**config.mk**
```make
export PLATFORM = sky130hd
export DESIGN_NAME = prs_ctrl
export DESIGN_NICKNAME = d
export VERILOG_FILES = /design/src/prs_pkg.sv /design/src/prs_ctrl.sv
export SDC_FILE = /design/constraint.sdc
export NUM_CORES = 1
export LEC_CHECK = 0
export ABC_CLOCK_PERIOD_IN_PS = 2100
export BUFFER_PORTS_ARGS = -buffer_cell sky130_fd_sc_hd__buf_4
export CORE_UTILIZATION = 38
export DETAILED_ROUTE_END_ITERATION = 8
export SYNTH_ARGS = -nofsm -noshare
export SYNTH_HDL_FRONTEND = slang
export SYNTH_SLANG_ARGS = --single-unit
```
**constraint.sdc**
```tcl
create_clock -name clk -period 2.1 [get_ports clk]
set_input_delay 0.42 -clock clk [delete_from_list [all_inputs] [get_ports clk]]
set_output_delay 0.42 -clock clk [all_outputs]
set_load 0.05 [all_outputs]
```
**src/prs_pkg.sv**
```systemverilog
// Shared types, constants and CORDIC angle table for pose running statistics.
// No dependencies.
`timescale 1ns / 1ps
package prs_pkg;

	localparam int STEP_W       = 6;
	localparam int CORDIC_STEPS = 16;
	localparam int DIV_STEPS    = 62;
	localparam int SQRT_STEPS   = 32;
	localparam logic signed [33:0] CORDIC_X0 = 34'sd652032875;

	typedef enum logic [3:0] {
		OP_NONE,
		OP_LOAD,
		OP_ROT,
		OP_ACC,
		OP_DIV_INIT,
		OP_DIV_STEP,
		OP_DIV_SAVE,
		OP_MSQ,
		OP_VAR,
		OP_SQRT_STEP,
		OP_SQRT_SAVE,
		OP_VEC_INIT,
		OP_VEC_STEP,
		OP_OUT
	} op_t;

	typedef struct packed {
		op_t               op;
		logic [STEP_W-1:0] step;
		logic [1:0]        sel;
	} cmd_t;

	typedef struct packed {
		logic out_busy;
	} stat_t;

	// atan(2^-i) in units of 2^-24 turn
	function automatic logic signed [25:0] atan_lut(input logic [3:0] i);
		logic signed [25:0] v;
		unique case (i)
			4'd0:  v = 26'sd2097152;
			4'd1:  v = 26'sd1238021;
			4'd2:  v = 26'sd654136;
			4'd3:  v = 26'sd332050;
			4'd4:  v = 26'sd166669;
			4'd5:  v = 26'sd83416;
			4'd6:  v = 26'sd41718;
			4'd7:  v = 26'sd20860;
			4'd8:  v = 26'sd10430;
			4'd9:  v = 26'sd5215;
			4'd10: v = 26'sd2608;
			4'd11: v = 26'sd1304;
			4'd12: v = 26'sd652;
			4'd13: v = 26'sd326;
			4'd14: v = 26'sd163;
			default: v = 26'sd81;
		endcase
		return v;
	endfunction

endpackage

```
**src/prs_ctrl.sv**
```systemverilog
// Sequencer for pose running statistics: issues datapath commands per sample.
// Depends on prs_pkg.
`timescale 1ns / 1ps
module prs_ctrl (
	input  logic           clk,
	input  logic           arst_n,
	input  logic           in_valid,
	output logic           in_ready,
	output prs_pkg::cmd_t  cmd,
	input  prs_pkg::stat_t stat
);

	typedef enum logic [3:0] {
		S_IDLE,
		S_ROT,
		S_ACC,
		S_DIV_INIT,
		S_DIV,
		S_DIV_SAVE,
		S_MSQ,
		S_VAR,
		S_SQRT,
		S_SQRT_SAVE,
		S_VEC_INIT,
		S_VEC,
		S_DONE
	} state_t;

	state_t                     state_q;
	logic [prs_pkg::STEP_W-1:0] step_q;
	logic [1:0]                 sel_q;

	assign in_ready = (state_q == S_IDLE);

	always_comb begin
		cmd.step = step_q;
		cmd.sel  = sel_q;
		unique case (state_q)
			S_IDLE:      cmd.op = in_valid ? prs_pkg::OP_LOAD : prs_pkg::OP_NONE;
			S_ROT:       cmd.op = prs_pkg::OP_ROT;
			S_ACC:       cmd.op = prs_pkg::OP_ACC;
			S_DIV_INIT:  cmd.op = prs_pkg::OP_DIV_INIT;
			S_DIV:       cmd.op = prs_pkg::OP_DIV_STEP;
			S_DIV_SAVE:  cmd.op = prs_pkg::OP_DIV_SAVE;
			S_MSQ:       cmd.op = prs_pkg::OP_MSQ;
			S_VAR:       cmd.op = prs_pkg::OP_VAR;
			S_SQRT:      cmd.op = prs_pkg::OP_SQRT_STEP;
			S_SQRT_SAVE: cmd.op = prs_pkg::OP_SQRT_SAVE;
			S_VEC_INIT:  cmd.op = prs_pkg::OP_VEC_INIT;
			S_VEC:       cmd.op = prs_pkg::OP_VEC_STEP;
			S_DONE:      cmd.op = stat.out_busy ? prs_pkg::OP_NONE : prs_pkg::OP_OUT;
			default:     cmd.op = prs_pkg::OP_NONE;
		endcase
	end

	always_ff @(posedge clk or negedge arst_n) begin
		if (!arst_n) begin
			state_q <= S_IDLE;
			step_q  <= '0;
			sel_q   <= '0;
		end else begin
			unique case (state_q)
				S_IDLE: begin
					if (in_valid) begin
						state_q <= S_ROT;
						step_q  <= '0;
					end
				end
				S_ROT: begin
					step_q <= step_q + 1'b1;
					if (step_q == prs_pkg::STEP_W'(prs_pkg::CORDIC_STEPS - 1)) begin
						state_q <= S_ACC;
					end
				end
				S_ACC: begin
					sel_q   <= '0;
					state_q <= S_DIV_INIT;
				end
				S_DIV_INIT: begin
					step_q  <= '0;
					state_q <= S_DIV;
				end
				S_DIV: begin
					step_q <= step_q + 1'b1;
					if (step_q == prs_pkg::STEP_W'(prs_pkg::DIV_STEPS - 1)) begin
						state_q <= S_DIV_SAVE;
					end
				end
				S_DIV_SAVE: begin
					sel_q <= sel_q + 1'b1;
					if (sel_q == 2'd3) begin
						state_q <= S_MSQ;
					end else begin
						state_q <= S_DIV_INIT;
					end
				end
				S_MSQ: begin
					state_q <= S_VAR;
				end
				S_VAR: begin
					step_q  <= prs_pkg::STEP_W'(prs_pkg::SQRT_STEPS - 1);
					state_q <= S_SQRT;
				end
				S_SQRT: begin
					step_q <= step_q - 1'b1;
					if (step_q == '0) begin
						state_q <= S_SQRT_SAVE;
					end
				end
				S_SQRT_SAVE: begin
					if (sel_q[0]) begin
						state_q <= S_VEC_INIT;
					end else begin
						sel_q   <= 2'd1;
						state_q <= S_MSQ;
					end
				end
				S_VEC_INIT: begin
					step_q  <= '0;
					state_q <= S_VEC;
				end
				S_VEC: begin
					step_q <= step_q + 1'b1;
					if (step_q == prs_pkg::STEP_W'(prs_pkg::CORDIC_STEPS - 1)) begin
						state_q <= S_DONE;
					end
				end
				S_DONE: begin
					if (!stat.out_busy) begin
						state_q <= S_IDLE;
					end
				end
				default: state_q <= S_IDLE;
			endcase
		end
	end

endmodule

```
After elaboration in Yosys (flattened, before gate mapping):

Cells that the tools add are included.

* register bits after elaboration: 12
* input bits: 4
* output and inout port bits: 13
* logic and storage cells: 54

* add/subtract/negate cells: 3
* equality and inequality tests: 22
* muxes and demuxes: 16
* reduce and logical (&&, ||, !) cells: 9

Operator list (number)
* $pmux W4 S13: 2
* $mux W4: 8
* $pmux W6 S5: 1
* $eq A4 B4 Y1 const B: 5
* $eq A4 B3 Y1 const B: 4
* $ne A2 B2 Y1 const B: 7
* $eq A4 B2 Y1 const B: 2
* $add A6 B1 Y6 const B: 1
* $eq A6 B4 Y1 const B: 1
* $eq A6 B6 Y1 const B: 1
* $logic_not A6 Y1: 1
* $mux W6: 1
* $pmux W2 S3: 1
* $reduce_and A6 Y1: 1
* $sub A6 B1 Y6 const B: 1
* $reduce_bool A5 Y1: 1
* $eq A4 B1 Y1 const B: 1
* $logic_not A4 Y1: 1
* $reduce_and A2 Y1: 2
* $mux W3: 1
* $reduce_bool A3 Y1: 1
* $reduce_or A3 Y1: 1
* $add A2 B1 Y2 const B: 1
* $eq A2 B2 Y1 const B: 1
* 3 further kinds: 3

Longest topological paths before layout:

Gate-level depths: netlist (run 1).

* depth in word-level cells: 4
* depth in mapped cells: 10
* mapped depth without buffers: 9

Least setup slack after synthesis (run 1):

Ideal clock, no wire load.

* kind: register to output
* start point: reg state_q[2]
* end point: out in_ready
* arrival time: 2.431 ns
* required time: 1.680 ns
* path slack: -0.751 ns
* stages on the path, launching flop included: 5
* buffers on the path: 3
* path through: dfrtp_1 > buf_2 > clkbuf_1 > clkbuf_1 > nor4_1

* word-level cells in the longest chain between the ends: 1

RTL lines
* start: declaration: RTL line prs_ctrl.sv:29 `state_t state_q;`
* start signal: assignment: RTL line prs_ctrl.sv:58 `state_q <= S_IDLE;`
* start signal: assignment: RTL line prs_ctrl.sv:65 `state_q <= S_ROT;`
* start signal: assignment: RTL line prs_ctrl.sv:72 `state_q <= S_ACC;`
* $logic_not A4 Y1: RTL line prs_ctrl.sv:33 `assign in_ready = (state_q == S_IDLE);`
* end: declaration: RTL line prs_ctrl.sv:8 `output logic in_ready,`

No other way between the ends.

Final worst setup path (run 1):

* start point: reg state_q[3]
* end point: reg step_q[5] in the netlist's numbering

* word-level cells in the longest chain between the ends: 4
* elaborated cells between the ends (all ways): 14
* classes of those cells: eq/ne: 8; mux: 1; reduce/logical: 5

RTL lines
* $eq A4 B4 Y1 (tied with other cells): RTL line prs_ctrl.sv:62 `unique case (state_q)`
* $reduce_or A3 Y1 (no line) or $reduce_or A2 Y1 (tied branches)
* $reduce_bool A5 Y1 (no line)
* $reduce_and A2 Y1 (no line)
* end signal: assignment: RTL line prs_ctrl.sv:70 `step_q <= step_q + 1'b1;`
* end signal: assignment: RTL line prs_ctrl.sv:84 `step_q <= step_q + 1'b1;`
* end signal: assignment: RTL line prs_ctrl.sv:101 `step_q <= prs_pkg::STEP_W'(prs_pkg::SQRT_STEPS - 1);`
* end: declaration: RTL line prs_ctrl.sv:30 `logic [prs_pkg::STEP_W-1:0] step_q;`

Several ways; a longest one is shown, not always the timed one.
A chain may end at the register's enable or synchronous reset.

==> reports/metrics.json, run 1 <==
{
  "status": {
    "run_status": "finished, violations left",
    "violations": "DRC, setup timing"
  },
  "floorplanning": {
    "std_cell_rows": 19,
    "io-pin-count": 17,
    "starting_utilization_of_the_core_area_pct": 40.5,
    "design.core.area_um2": 2810,
    "die-height_um": 56.7,
    "die-area_um2": 3220,
    "fp.dieW_um": 56.7
  },
  "route": {
    "detail-route-antenna-nets": 0,
    "total_number_of_vias": 1195,
    "detail_route.wirelength_mm": 3.18,
    "routedWlPerCell_um": 15.8,
    "drc_errors": 4,
    "route.detailed.vias_per_inst": 5.95,
    "detail_route.first_pass.iterations": 6,
    "drc_marker_count_from_the_first_detailed_route_iteration": 19
  },
  "sta": {
    "final_worst_setup_slack_ns": -0.0852,
    "timing.final.crit_share_pct": 104,
    "setup_violations": 2,
    "worst-slew-pin-transition_ns": 0.391,
    "timing_max_transition_violations_final": 0,
    "worst_slew_margin_rel_pct": 73.6,
    "clock_skew_ns": 0.0133,
    "rsz0062_at_grt": "yes",
    "timing.final.crit_period_ns": 2.19,
    "fmaxAchievable_ghz": 0.458,
    "hold_viol": 0
  },
  "placed_design": {
    "dpl_worst_slack_ns": -0.0494,
    "place.gp.congestion": 0.841,
    "io_buffer_count": 16,
    "dp.final_hpwl_mm": 2.33
  },
  "critical_path": {
    "critical_path.reg2reg.startpoint": "state_q[3]$_DFFE_PN0P_",
    "crit-reg2reg-capture": "step_q[5]$_DFFE_PN0P_",
    "worst_path_max_fanout": 5,
    "path_class": "register to register",
    "reg2reg_depth": 8,
    "end_kind": "register",
    "timing.critical_path.from_type": "register",
    "timing.critical_path.arrival_ns": 2.36,
    "timing.critical_path.required_ns": 2.27,
    "r2r_slack_ns": -0.09
  },
  "clock_tree": {
    "clk_path_buf_depth": 2,
    "clk_transition_reported_paths_ns": 0.09,
    "htree_levels": 1,
    "cts.root.buffer_cell": "clkbuf_4",
    "numCtsBuffers": 3,
    "cts_sinks": 12,
    "clk-insertion-delay-late_ns": 0.28,
    "cts_tree": "built"
  },
  "layout": {
    "syn_to_final_growth_pct": 33.1,
    "drive_above_1_share_pct": 32.9,
    "layout.nets": 179,
    "final_cell_mix": "33 x buf_4, 12 x o21ai_0, 11 x nand2_1",
    "antenna_diode_count": 0,
    "most_common_cell_after_layout_fill_and_taps_aside": "buf_4"
  },
  "global_route": {
    "track_usage_pct": 21.9,
    "globalRouteOverflowTotal": 0,
    "grt_util_met1_pct": 30.6,
    "grt_start_max_net_pins": 25,
    "met3_routing_resource_usage_after_global_routing_pct": 4.38,
    "antenna_violations_before_repair": 0,
    "globalRouteMet2Util_pct": 35.0,
    "grt_busiest_layer": "met2",
    "grt_pass1_wl_mm": 5.54,
    "vias_in_the_first_global_route": 1153
  },
  "logic_synthesis": {
    "synth.lib_cells_used.distinct": 50,
    "count_of_flip_flops_with_a_built_in_enable_after_synthesis": 0,
    "sequential_share_of_the_synthesized_area_pct": 26.4,
    "synthArstFlopShare_pct": 100,
    "synth_area_per_cell_um2": 8.01,
    "ys_seq_elements": 12,
    "synthesis.yosys.warnings": 0,
    "post_synth_inst_count": 142,
    "synth-main-ff-cell": "dfrtp_1",
    "synthesis.nets": 150,
    "mappedNetlistArea_um2": 1140
  },
  "run": {
    "max_capacitance_violation_total": 0
  },
  "min_path": {
    "kind_of_path_behind_the_tightest_hold_check": "input port to asynchronous set/reset pin"
  }
}
## worst max path at each step
stage	start	endpoint	slack [ns]	cells after the start
floorplan	state_q[2]$_DFFE_PN0P_	in_ready	-0.20	4
global placement	state_q[3]$_DFFE_PN0P_	step_q[5]$_DFFE_PN0P_	-0.0008	8
detailed placement	state_q[3]$_DFFE_PN0P_	step_q[5]$_DFFE_PN0P_	-0.05	8
CTS	state_q[3]$_DFFE_PN0P_	step_q[5]$_DFFE_PN0P_	-0.07	8
global route	state_q[3]$_DFFE_PN0P_	step_q[5]$_DFFE_PN0P_	-0.15	8
finish	state_q[3]$_DFFE_PN0P_	step_q[5]$_DFFE_PN0P_	-0.09	8
## flip-flops by register name, summed over array words and instances (netlist names)
| name | count |
|---|---|
| sel_q | 2 |
| state_q | 4 |
| step_q | 6 |
## metal layers
metal,routed length [um],share of wire [%]
met3,64,2.0
met4,14,0.44
met1,1610,51
met2,1490,47
met5,0,0
## cell usage after synthesis, types with 4 or more instances
cell	count	area, um2
a21oi_1	7	35.0
clkbuf_1	6	22.5
dfrtp_1	12	300
ha_1	4	50.1
nand2_1	11	41.3
nand3_1	5	25.0
nor2_1	9	33.8
nor2b_1	7	43.8
nor3_1	7	35.0
o211ai_1	4	30.0
o21ai_0	14	70.1
## worst max-delay path, stage by stage, from the launching register on
cell,delay (ns)
dfrtp_2,0.46
nor4b_4,0.38
a21oi_4,0.11
ha_4,0.30
o211ai_1,0.08
a221o_1,0.36
nand3_2,0.09
o211ai_1,0.08
o22a_1,0.22
## cell families after synthesis
| group | count (synthesis) | share of synthesized area [%] |
|---|---|---|
| muxes | 3 | 2.64 |
| xor gates and xnor gates | 4 | 3.08 |
| AOI/OAI and AO/OA | 51 | 31.1 |
| and+or+nand+nor | 54 | 27.1 |
| DFF | 12 | 26.4 |
| buffers and inverters | 14 | 5.28 |
| adders and majority gates | 4 | 4.40 |
## per-stage QoR
stage	hold slack (ns)	area, um2	utilization (%)	std cells	TNS [ns]
global placement	0.278	1430	50.9	195	-0.000765
global route	0.514	1510	54.0	201	-0.303
finish	0.512	1510	54.0	201	-0.143
floorplan	0.124	1190	-	142	-0.499
CTS	0.523	1480	52.8	201	-0.115
detailed placement	0.279	1430	50.9	195	-0.0922
## area by class of cell
| type | instances | area, um2 |
|---|---|---|
| Sequential cell | 12 | 303 |
| Timing Repair Buffer | 35 | 269 |
| Inverter | 3 | 11.3 |
| Fill cell | 266 | 1290 |
| Multi-Input combinational cell | 116 | 866 |
| Tap cell | 31 | 38.8 |
| Clock buffer | 4 | 26.3 |
## repair_timing
action,CTS,global route
endpoints found under the setup margin,2,6
gates resized for setup,2,8
buffers inserted,1,0
endpoints found under the hold margin,12,0
pin swaps,1,4
hold buffers,1,0
Power of run 1 is not shown: default switching activity piles up to over one toggle a cycle in this logic, so the estimate is an artifact.
==> run 2, diff against run 1 <==
--- a/config.mk
+++ b/config.mk
@@ -6,9 +6,9 @@
 export NUM_CORES = 1
 export LEC_CHECK = 0
 export ABC_CLOCK_PERIOD_IN_PS = 2100
-export BUFFER_PORTS_ARGS = -buffer_cell sky130_fd_sc_hd__buf_4
 export CORE_UTILIZATION = 38
 export DETAILED_ROUTE_END_ITERATION = 8
+export DONT_BUFFER_PORTS = 1
 export SYNTH_ARGS = -nofsm -noshare
 export SYNTH_HDL_FRONTEND = slang
 export SYNTH_SLANG_ARGS = --single-unit
==> run 2 against run 1 <==
  * The flow still finishes with violations (DRC, setup timing)
  * Worst setup slack improved by 0.045 ns
  * Worst hold slack got worse by 0.040 ns
  * Critical endpoint unchanged
  * Non-clock buffer count fell by 2
  * Via count unchanged
  * Critical path depth is the same
  * Count of clock-buffer cells in the layout did not move
  * Clock skew up 0.00062 ns
  * Cell count is 1.0% lower
==> reports/metrics.json, run 2 (synthesized netlist as in run 1, its figures left out) <==
{
  "layout": {
    "antenna_diode_count": {"value": 0, "change": "unchanged"},
    "syn_to_final_growth_pct": 35.5,
    "most_common_cell_after_layout_fill_and_taps_aside": "buf_4",
    "final_cell_mix": "28 x buf_4, 12 x o21ai_0, 11 x nand2_1",
    "layout.area.seq": {"value": 303, "unit": "um2", "change": "unchanged"},
    "fillCellCount": {"value": 247, "change": "-7.1%"},
    "largest-register": "step_q",
    "drive_above_1_share": {"value": 33.9, "unit": "%", "change": "+0.99 points"},
    "largest_register_ffs": {"value": 6, "change": "unchanged"},
    "biggestRegsByFlops": "step_q: 6 flops, state_q: 4 flops, sel_q: 2 flops",
    "layout.nets": {"value": 177, "change": "-1.1%"},
    "multi_input_comb_area": {"value": 880, "unit": "um2", "change": "+1.6%"},
    "fin_util": {"value": 55.0, "unit": "%", "change": "+0.98 points"}
  },
  "global_route": {
    "grt_start_max_net_pins": {"value": 23, "change": "-8.0%"},
    "track_usage": {"value": 21.7, "unit": "%", "change": "-0.19 points"},
    "globalRouteOverflowTotal": {"value": 0, "change": "unchanged"},
    "antenna_violations_before_repair": {"value": 0, "change": "unchanged"},
    "vias_in_the_first_global_route": {"value": 1172, "change": "+1.6%"},
    "grt_pass1_wl": {"value": 5.40, "unit": "mm", "change": "-2.5%"}
  },
  "critical_path": {
    "r2r_slack": {"value": -0.04, "unit": "ns", "change": "+0.05 ns"},
    "timing.critical_path.from_type": "register",
    "end_kind": "register",
    "path_class": "register to register",
    "timing.critical_path.arrival": {"value": 2.33, "unit": "ns", "change": "-0.03 ns"},
    "timing.critical_path.required": {"value": 2.29, "unit": "ns", "change": "+0.02 ns"},
    "worst_path_max_fanout": {"value": 4, "change": "-1"}
  },
  "floorplanning": {
    "design.core.area": {"value": 2810, "unit": "um2", "change": "unchanged"},
    "fp.dieW": {"value": 56.7, "unit": "um", "change": "unchanged"},
    "die-height": {"value": 56.7, "unit": "um", "change": "unchanged"},
    "die-area": {"value": 3220, "unit": "um2", "change": "unchanged"},
    "starting_utilization_of_the_core_area": {"value": 40.5, "unit": "%", "change": "unchanged"},
    "io-pin-count": {"value": 17, "change": "unchanged"},
    "std_cell_rows": {"value": 19, "change": "unchanged"}
  },
  "sta": {
    "hold_viol": {"value": 0, "change": "unchanged"},
    "timing_max_transition_violations_final": {"value": 0, "change": "unchanged"},
    "clock_skew": {"value": 0.0139, "unit": "ns", "change": "+0.000617 ns"},
    "worst_slew_margin_rel": {"value": 58.8, "unit": "%", "change": "-15 points"},
    "worst-slew-pin-transition": {"value": 0.615, "unit": "ns", "change": "+0.224 ns"},
    "fin_worst_hold_slack": {"value": 0.472, "unit": "ns", "change": "-0.0404 ns"},
    "timing.final.crit_share": {"value": 102, "unit": "%", "change": "-2.2 points"},
    "final_worst_setup_slack": {"value": -0.0399, "unit": "ns", "change": "+0.0454 ns"},
    "setup_violations": {"value": 1, "change": "-1"},
    "timing.final.crit_period": {"value": 2.14, "unit": "ns", "change": "-0.0454 ns"},
    "rsz0062_at_grt": "yes",
    "fmaxAchievable": {"value": 0.467, "unit": "GHz", "change": "+2.1%"}
  },
  "placed_design": {
    "place.gp.congestion": {"value": 0.854, "change": "+1.5%"},
    "dp.final_hpwl": {"value": 2.36, "unit": "mm", "change": "+1.4%"},
    "io_buffer_count": {"value": 0, "change": "-16"}
  },
  "run": {
    "max_capacitance_violation_total": {"value": 0, "change": "unchanged"}
  },
  "route": {
    "drc_errors": {"value": 4, "change": "unchanged"},
    "route.detailed.vias_per_inst": {"value": 6.01, "change": "+1.0%"},
    "drc_marker_count_from_the_first_detailed_route_iteration": {"value": 31, "change": "+12"},
    "detail_route.first_pass.iterations": {"value": 6, "change": "unchanged"},
    "detail_route.wirelength": {"value": 3.21, "unit": "mm", "change": "+0.75%"},
    "routedWlPerCell": {"value": 16.1, "unit": "um", "change": "+1.8%"},
    "detail-route-antenna-nets": {"value": 0, "change": "unchanged"},
    "total_number_of_vias": {"value": 1195, "change": "unchanged"}
  },
  "clock_tree": {
    "numCtsBuffers": {"value": 3, "change": "unchanged"},
    "cts.root.buffer_cell": "clkbuf_4",
    "cts_tree": "built",
    "clk-insertion-delay-late": {"value": 0.29, "unit": "ns", "change": "about the same"},
    "clk_path_buf_depth": {"value": 2, "change": "unchanged"},
    "clk_transition_reported_paths": {"value": 0.09, "unit": "ns", "change": "about the same"},
    "htree_levels": {"value": 1, "change": "unchanged"},
    "cts_sinks": {"value": 12, "change": "unchanged"}
  },
  "status": {
    "run_status": "finished, violations left",
    "violations": "DRC, setup timing"
  },
  "min_path": {
    "kind_of_path_behind_the_tightest_hold_check": "input port to register"
  }
}
## run 2: cell types whose count changed in the layout (fill, tap and decap cells not counted)
cell,change
nand2b_1,-1
a32o_1,-1
buf_6,+1
nand3_1,-1
buf_4,-5
nand2b_4,+1
nand3_2,+1
a32o_2,+1
buf_12,+2
## run 2: repair_timing
| action | in CTS | in global routing |
|---|---|---|
| hold buffers | 1 | 0 |
| resized for setup | 2 | 15 |
| setup endpoints to repair | 3 | 6 |
| hold endpoints to repair | 12 | 0 |
| pin swaps | 4 | 4 |
| setup buffers | 2 | 1 |
## run 2: critical path, stage by stage, from the launching register on
cell	delay [ns]
dfrtp_2	0.46
nor4b_4	0.35
a21oi_4	0.10
ha_4	0.31
o211ai_1	0.10
a221o_1	0.34
nand3_2	0.09
o211ai_1	0.08
o22a_1	0.20
## run 2: final timing paths
check | start | cells past startpoint | to
worst max-delay path | state_q[1]$_DFFE_PN0P_ | 8 | step_q[5]$_DFFE_PN0P_
worst min register to register | step_q[0]$_DFFE_PN0P_ | 1 | step_q[0]$_DFFE_PN0P_
worst max register to register | state_q[1]$_DFFE_PN0P_ | 8 | step_q[5]$_DFFE_PN0P_
min in group asynchronous | arst_n | 1 | state_q[2]$_DFFE_PN0P_
worst min-delay path | stat | 3 | state_q[2]$_DFFE_PN0P_
max in group asynchronous | arst_n | 1 | state_q[1]$_DFFE_PN0P_
## run 2: layout make-up
type / count / share of cell area (%)
Tap cell: 31 / 2.52
Clock buffer: 4 / 1.70
Sequential cell: 12 / 19.6
Multi-Input combinational cell: 116 / 57.1
Inverter: 3 / 0.731
Timing Repair Buffer: 33 / 18.3
## run 2: stage by stage
step | instance area [um2] | TNS, ns | instances | setup slack, ns
after floorplan | 1190 | -0.499 | 142 | -0.196
after global routing | 1540 | -0.420 | 199 | -0.172
final | 1540 | -0.0399 | 199 | -0.0399
after global placement | 1410 | -0.0127 | 191 | -0.0127
after CTS | 1470 | -0.0766 | 198 | -0.0504
after detailed placement | 1410 | -0.0609 | 191 | -0.0609
## run 2: metal layers
metal	GRT usage, %	share of wire, %	up-vias
met2	34.2	47	22
met1	29.3	47	574
met5	0	0	-
met3	5.76	4.1	6
li1	-	-	593
met4	5.36	1.3	0
Power of run 2 is left out for the same reason.
==> run 3, diff against run 2 <==
--- a/config.mk
+++ b/config.mk
@@ -7,6 +7,7 @@
 export LEC_CHECK = 0
 export ABC_CLOCK_PERIOD_IN_PS = 2100
 export CORE_UTILIZATION = 38
+export CTS_BUF_LIST = sky130_fd_sc_hd__clkbuf_4 sky130_fd_sc_hd__clkbuf_8
 export DETAILED_ROUTE_END_ITERATION = 8
 export DONT_BUFFER_PORTS = 1
 export SYNTH_ARGS = -nofsm -noshare
==> run 3 against run 2 <==
  * The flow still finishes with violations (DRC, setup timing)
  * Utilization shrank 0.89 points
  * Cell area down 1.6%
  * First-iteration DRC count is 45% higher
  * Worst setup slack better by 0.015 ns
  * Global-route usage is 0.19 points higher
  * Count of clock-buffer cells in the layout did not move
  * Critical endpoint unchanged
  * Clock skew down 0.0012 ns
==> reports/metrics.json, run 3 (synthesized netlist as in run 1, its figures left out) <==
{
  "status": {
    "run_status": "finished, violations left",
    "violations": "DRC, setup timing"
  },
  "clock_tree": {
    "clk_path_buf_depth": {"value": 2, "change": "unchanged"},
    "cts_sinks": {"value": 12, "change": "unchanged"},
    "clk_transition_reported_paths": {"value": 0.09, "unit": "ns", "change": "about the same"},
    "clk-insertion-delay-late": {"value": 0.29, "unit": "ns", "change": "about the same"},
    "htree_levels": {"value": 1, "change": "unchanged"},
    "cts_tree": "built",
    "numCtsBuffers": {"value": 3, "change": "unchanged"},
    "cts.root.buffer_cell": "clkbuf_4"
  },
  "layout": {
    "fillCellCount": {"value": 256, "change": "+3.6%"},
    "layout.area.seq": {"value": 303, "unit": "um2", "change": "unchanged"},
    "syn_to_final_growth_pct": 33.3,
    "final_area": {"value": 1520, "unit": "um2", "change": "-1.6%"},
    "most_common_cell_after_layout_fill_and_taps_aside": "buf_4",
    "layout.nets": {"value": 176, "change": "-0.56%"},
    "largest_register_ffs": {"value": 6, "change": "unchanged"},
    "final_cell_mix": "28 x buf_4, 12 x o21ai_0, 11 x nand2_1",
    "largest-register": "step_q",
    "drive_above_1_share": {"value": 32.9, "unit": "%", "change": "-0.99 points"},
    "fin_util": {"value": 54.1, "unit": "%", "change": "-0.89 points"},
    "multi_input_comb_area": {"value": 871, "unit": "um2", "change": "-1.0%"},
    "fin_cells": {"value": 198, "change": "-0.50%"},
    "antenna_diode_count": {"value": 0, "change": "unchanged"},
    "biggestRegsByFlops": "step_q: 6 flops, state_q: 4 flops, sel_q: 2 flops"
  },
  "global_route": {
    "antenna_violations_before_repair": {"value": 0, "change": "unchanged"},
    "globalRouteOverflowTotal": {"value": 0, "change": "unchanged"},
    "vias_in_the_first_global_route": {"value": 1178, "change": "+0.51%"},
    "grt_start_max_net_pins": {"value": 23, "change": "unchanged"},
    "track_usage": {"value": 21.9, "unit": "%", "change": "+0.19 points"},
    "grt_pass1_wl": {"value": 5.49, "unit": "mm", "change": "+1.7%"}
  },
  "route": {
    "route.detailed.vias_per_inst": {"value": 6.04, "change": "+0.51%"},
    "drc_errors": {"value": 4, "change": "unchanged"},
    "drc_marker_count_from_the_first_detailed_route_iteration": {"value": 45, "change": "+45%"},
    "total_number_of_vias": {"value": 1195, "change": "unchanged"},
    "detail_route.first_pass.iterations": {"value": 6, "change": "unchanged"},
    "detail_route.wirelength": {"value": 3.28, "unit": "mm", "change": "+2.4%"},
    "routedWlPerCell": {"value": 16.6, "unit": "um", "change": "+3.0%"},
    "detail-route-antenna-nets": {"value": 0, "change": "unchanged"}
  },
  "critical_path": {
    "timing.critical_path.from_type": "register",
    "reg2reg_depth": {"value": 8, "change": "unchanged"},
    "timing.critical_path.arrival": {"value": 2.31, "unit": "ns", "change": "-0.02 ns"},
    "r2r_slack": {"value": -0.03, "unit": "ns", "change": "about the same"},
    "timing.critical_path.required": {"value": 2.29, "unit": "ns", "change": "about the same"},
    "end_kind": "register",
    "critical_path.reg2reg.startpoint": "state_q[3]$_DFFE_PN0P_",
    "crit-reg2reg-capture": "step_q[5]$_DFFE_PN0P_",
    "worst_path_max_fanout": {"value": 4, "change": "unchanged"},
    "path_class": "register to register"
  },
  "min_path": {
    "hold_path_depth": {"value": 3, "change": "unchanged"},
    "whs_endpoint": "state_q[2]$_DFFE_PN0P_",
    "kind_of_path_behind_the_tightest_hold_check": "input port to register",
    "worst_hold_startpoint": "stat"
  },
  "sta": {
    "timing_max_transition_violations_final": {"value": 0, "change": "unchanged"},
    "timing.final.crit_period": {"value": 2.13, "unit": "ns", "change": "-0.0147 ns"},
    "clock_skew": {"value": 0.0126, "unit": "ns", "change": "-0.00124 ns"},
    "setup_violations": {"value": 1, "change": "unchanged"},
    "fmaxAchievable": {"value": 0.471, "unit": "GHz", "change": "+0.69%"},
    "worst-slew-pin-transition": {"value": 0.606, "unit": "ns", "change": "-0.00935 ns"},
    "rsz0062_at_grt": "yes",
    "hold_viol": {"value": 0, "change": "unchanged"},
    "timing.final.crit_share": {"value": 101, "unit": "%", "change": "-0.70 points"},
    "worst_slew_margin_rel": {"value": 59.5, "unit": "%", "change": "+0.63 points"},
    "final_worst_setup_slack": {"value": -0.0251, "unit": "ns", "change": "+0.0147 ns"}
  },
  "floorplanning": {
    "die-height": {"value": 56.7, "unit": "um", "change": "unchanged"},
    "io-pin-count": {"value": 17, "change": "unchanged"},
    "std_cell_rows": {"value": 19, "change": "unchanged"},
    "die-area": {"value": 3220, "unit": "um2", "change": "unchanged"},
    "design.core.area": {"value": 2810, "unit": "um2", "change": "unchanged"},
    "starting_utilization_of_the_core_area": {"value": 40.5, "unit": "%", "change": "unchanged"},
    "fp.dieW": {"value": 56.7, "unit": "um", "change": "unchanged"}
  },
  "placed_design": {
    "postPlaceCellArea": {"value": 1410, "unit": "um2", "change": "unchanged"},
    "dpl.cell_count": {"value": 191, "change": "unchanged"},
    "dpl_worst_slack": {"value": -0.0609, "unit": "ns", "change": "unchanged"},
    "dp.final_hpwl": {"value": 2.36, "unit": "mm", "change": "unchanged"},
    "io_buffer_count": {"value": 0, "change": "unchanged"},
    "place.gp.congestion": {"value": 0.854, "change": "unchanged"}
  },
  "run": {
    "max_capacitance_violation_total": {"value": 0, "change": "unchanged"}
  }
}
run 3: worst max path at each step:
stage	from	endpoint	slack, ns	cells after the start
2_1_floorplan	state_q[2]$_DFFE_PN0P_	in_ready	-0.20	4
3_3_place_gp	state_q[3]$_DFFE_PN0P_	step_q[5]$_DFFE_PN0P_	-0.01	8
3_5_place_dp	state_q[3]$_DFFE_PN0P_	step_q[5]$_DFFE_PN0P_	-0.06	8
4_1_cts	state_q[3]$_DFFE_PN0P_	step_q[5]$_DFFE_PN0P_	-0.05	8
5_1_grt	state_q[3]$_DFFE_PN0P_	step_q[5]$_DFFE_PN0P_	-0.15	8
6_report	state_q[3]$_DFFE_PN0P_	step_q[5]$_DFFE_PN0P_	-0.03	8
run 3: worst max-delay path, stage by stage, from the launching register on:
cell	delay, ns
dfrtp_2	0.46
nor4b_4	0.34
a21oi_4	0.10
ha_4	0.31
o211ai_1	0.10
a221o_1	0.35
nand3_2	0.09
o211ai_1	0.08
o22a_1	0.20
run 3: through the flow:
step	hold WS, ns	TNS, ns
floorplan	0.124	-0.499
global placement	0.125	-0.0127
detailed placement	0.125	-0.0609
CTS	0.473	-0.0772
global route	0.489	-0.316
finish	0.469	-0.0251
run 3: repair_timing:
item                       in CTS  in global routing
pin swaps                       4                  3
hold endpoints to repair       12                  0
setup endpoints to repair       2                  6
gates resized for setup         1                 11
buffers inserted                2                  0
hold buffers                    1                  0
run 3: area by class of cell:
cell class / count / area share [%]
Multi-Input combinational cell: 116 / 57.4
Clock buffer: 4 / 1.98
Inverter: 3 / 0.743
Sequential cell: 12 / 20.0
Timing Repair Buffer: 32 / 17.3
Tap cell: 31 / 2.56
run 3: metal layers:
layer	wire length [um]	part of all wire, %	global-route usage (%)	vias up
met5	0	0	0	-
met4	27	0.82	5.36	0
met3	150	4.6	5.07	4
met2	1560	47	34.4	26
met1	1550	47	30.1	574
li1	-	-	-	591
Power of run 3 is left out for the same reason.
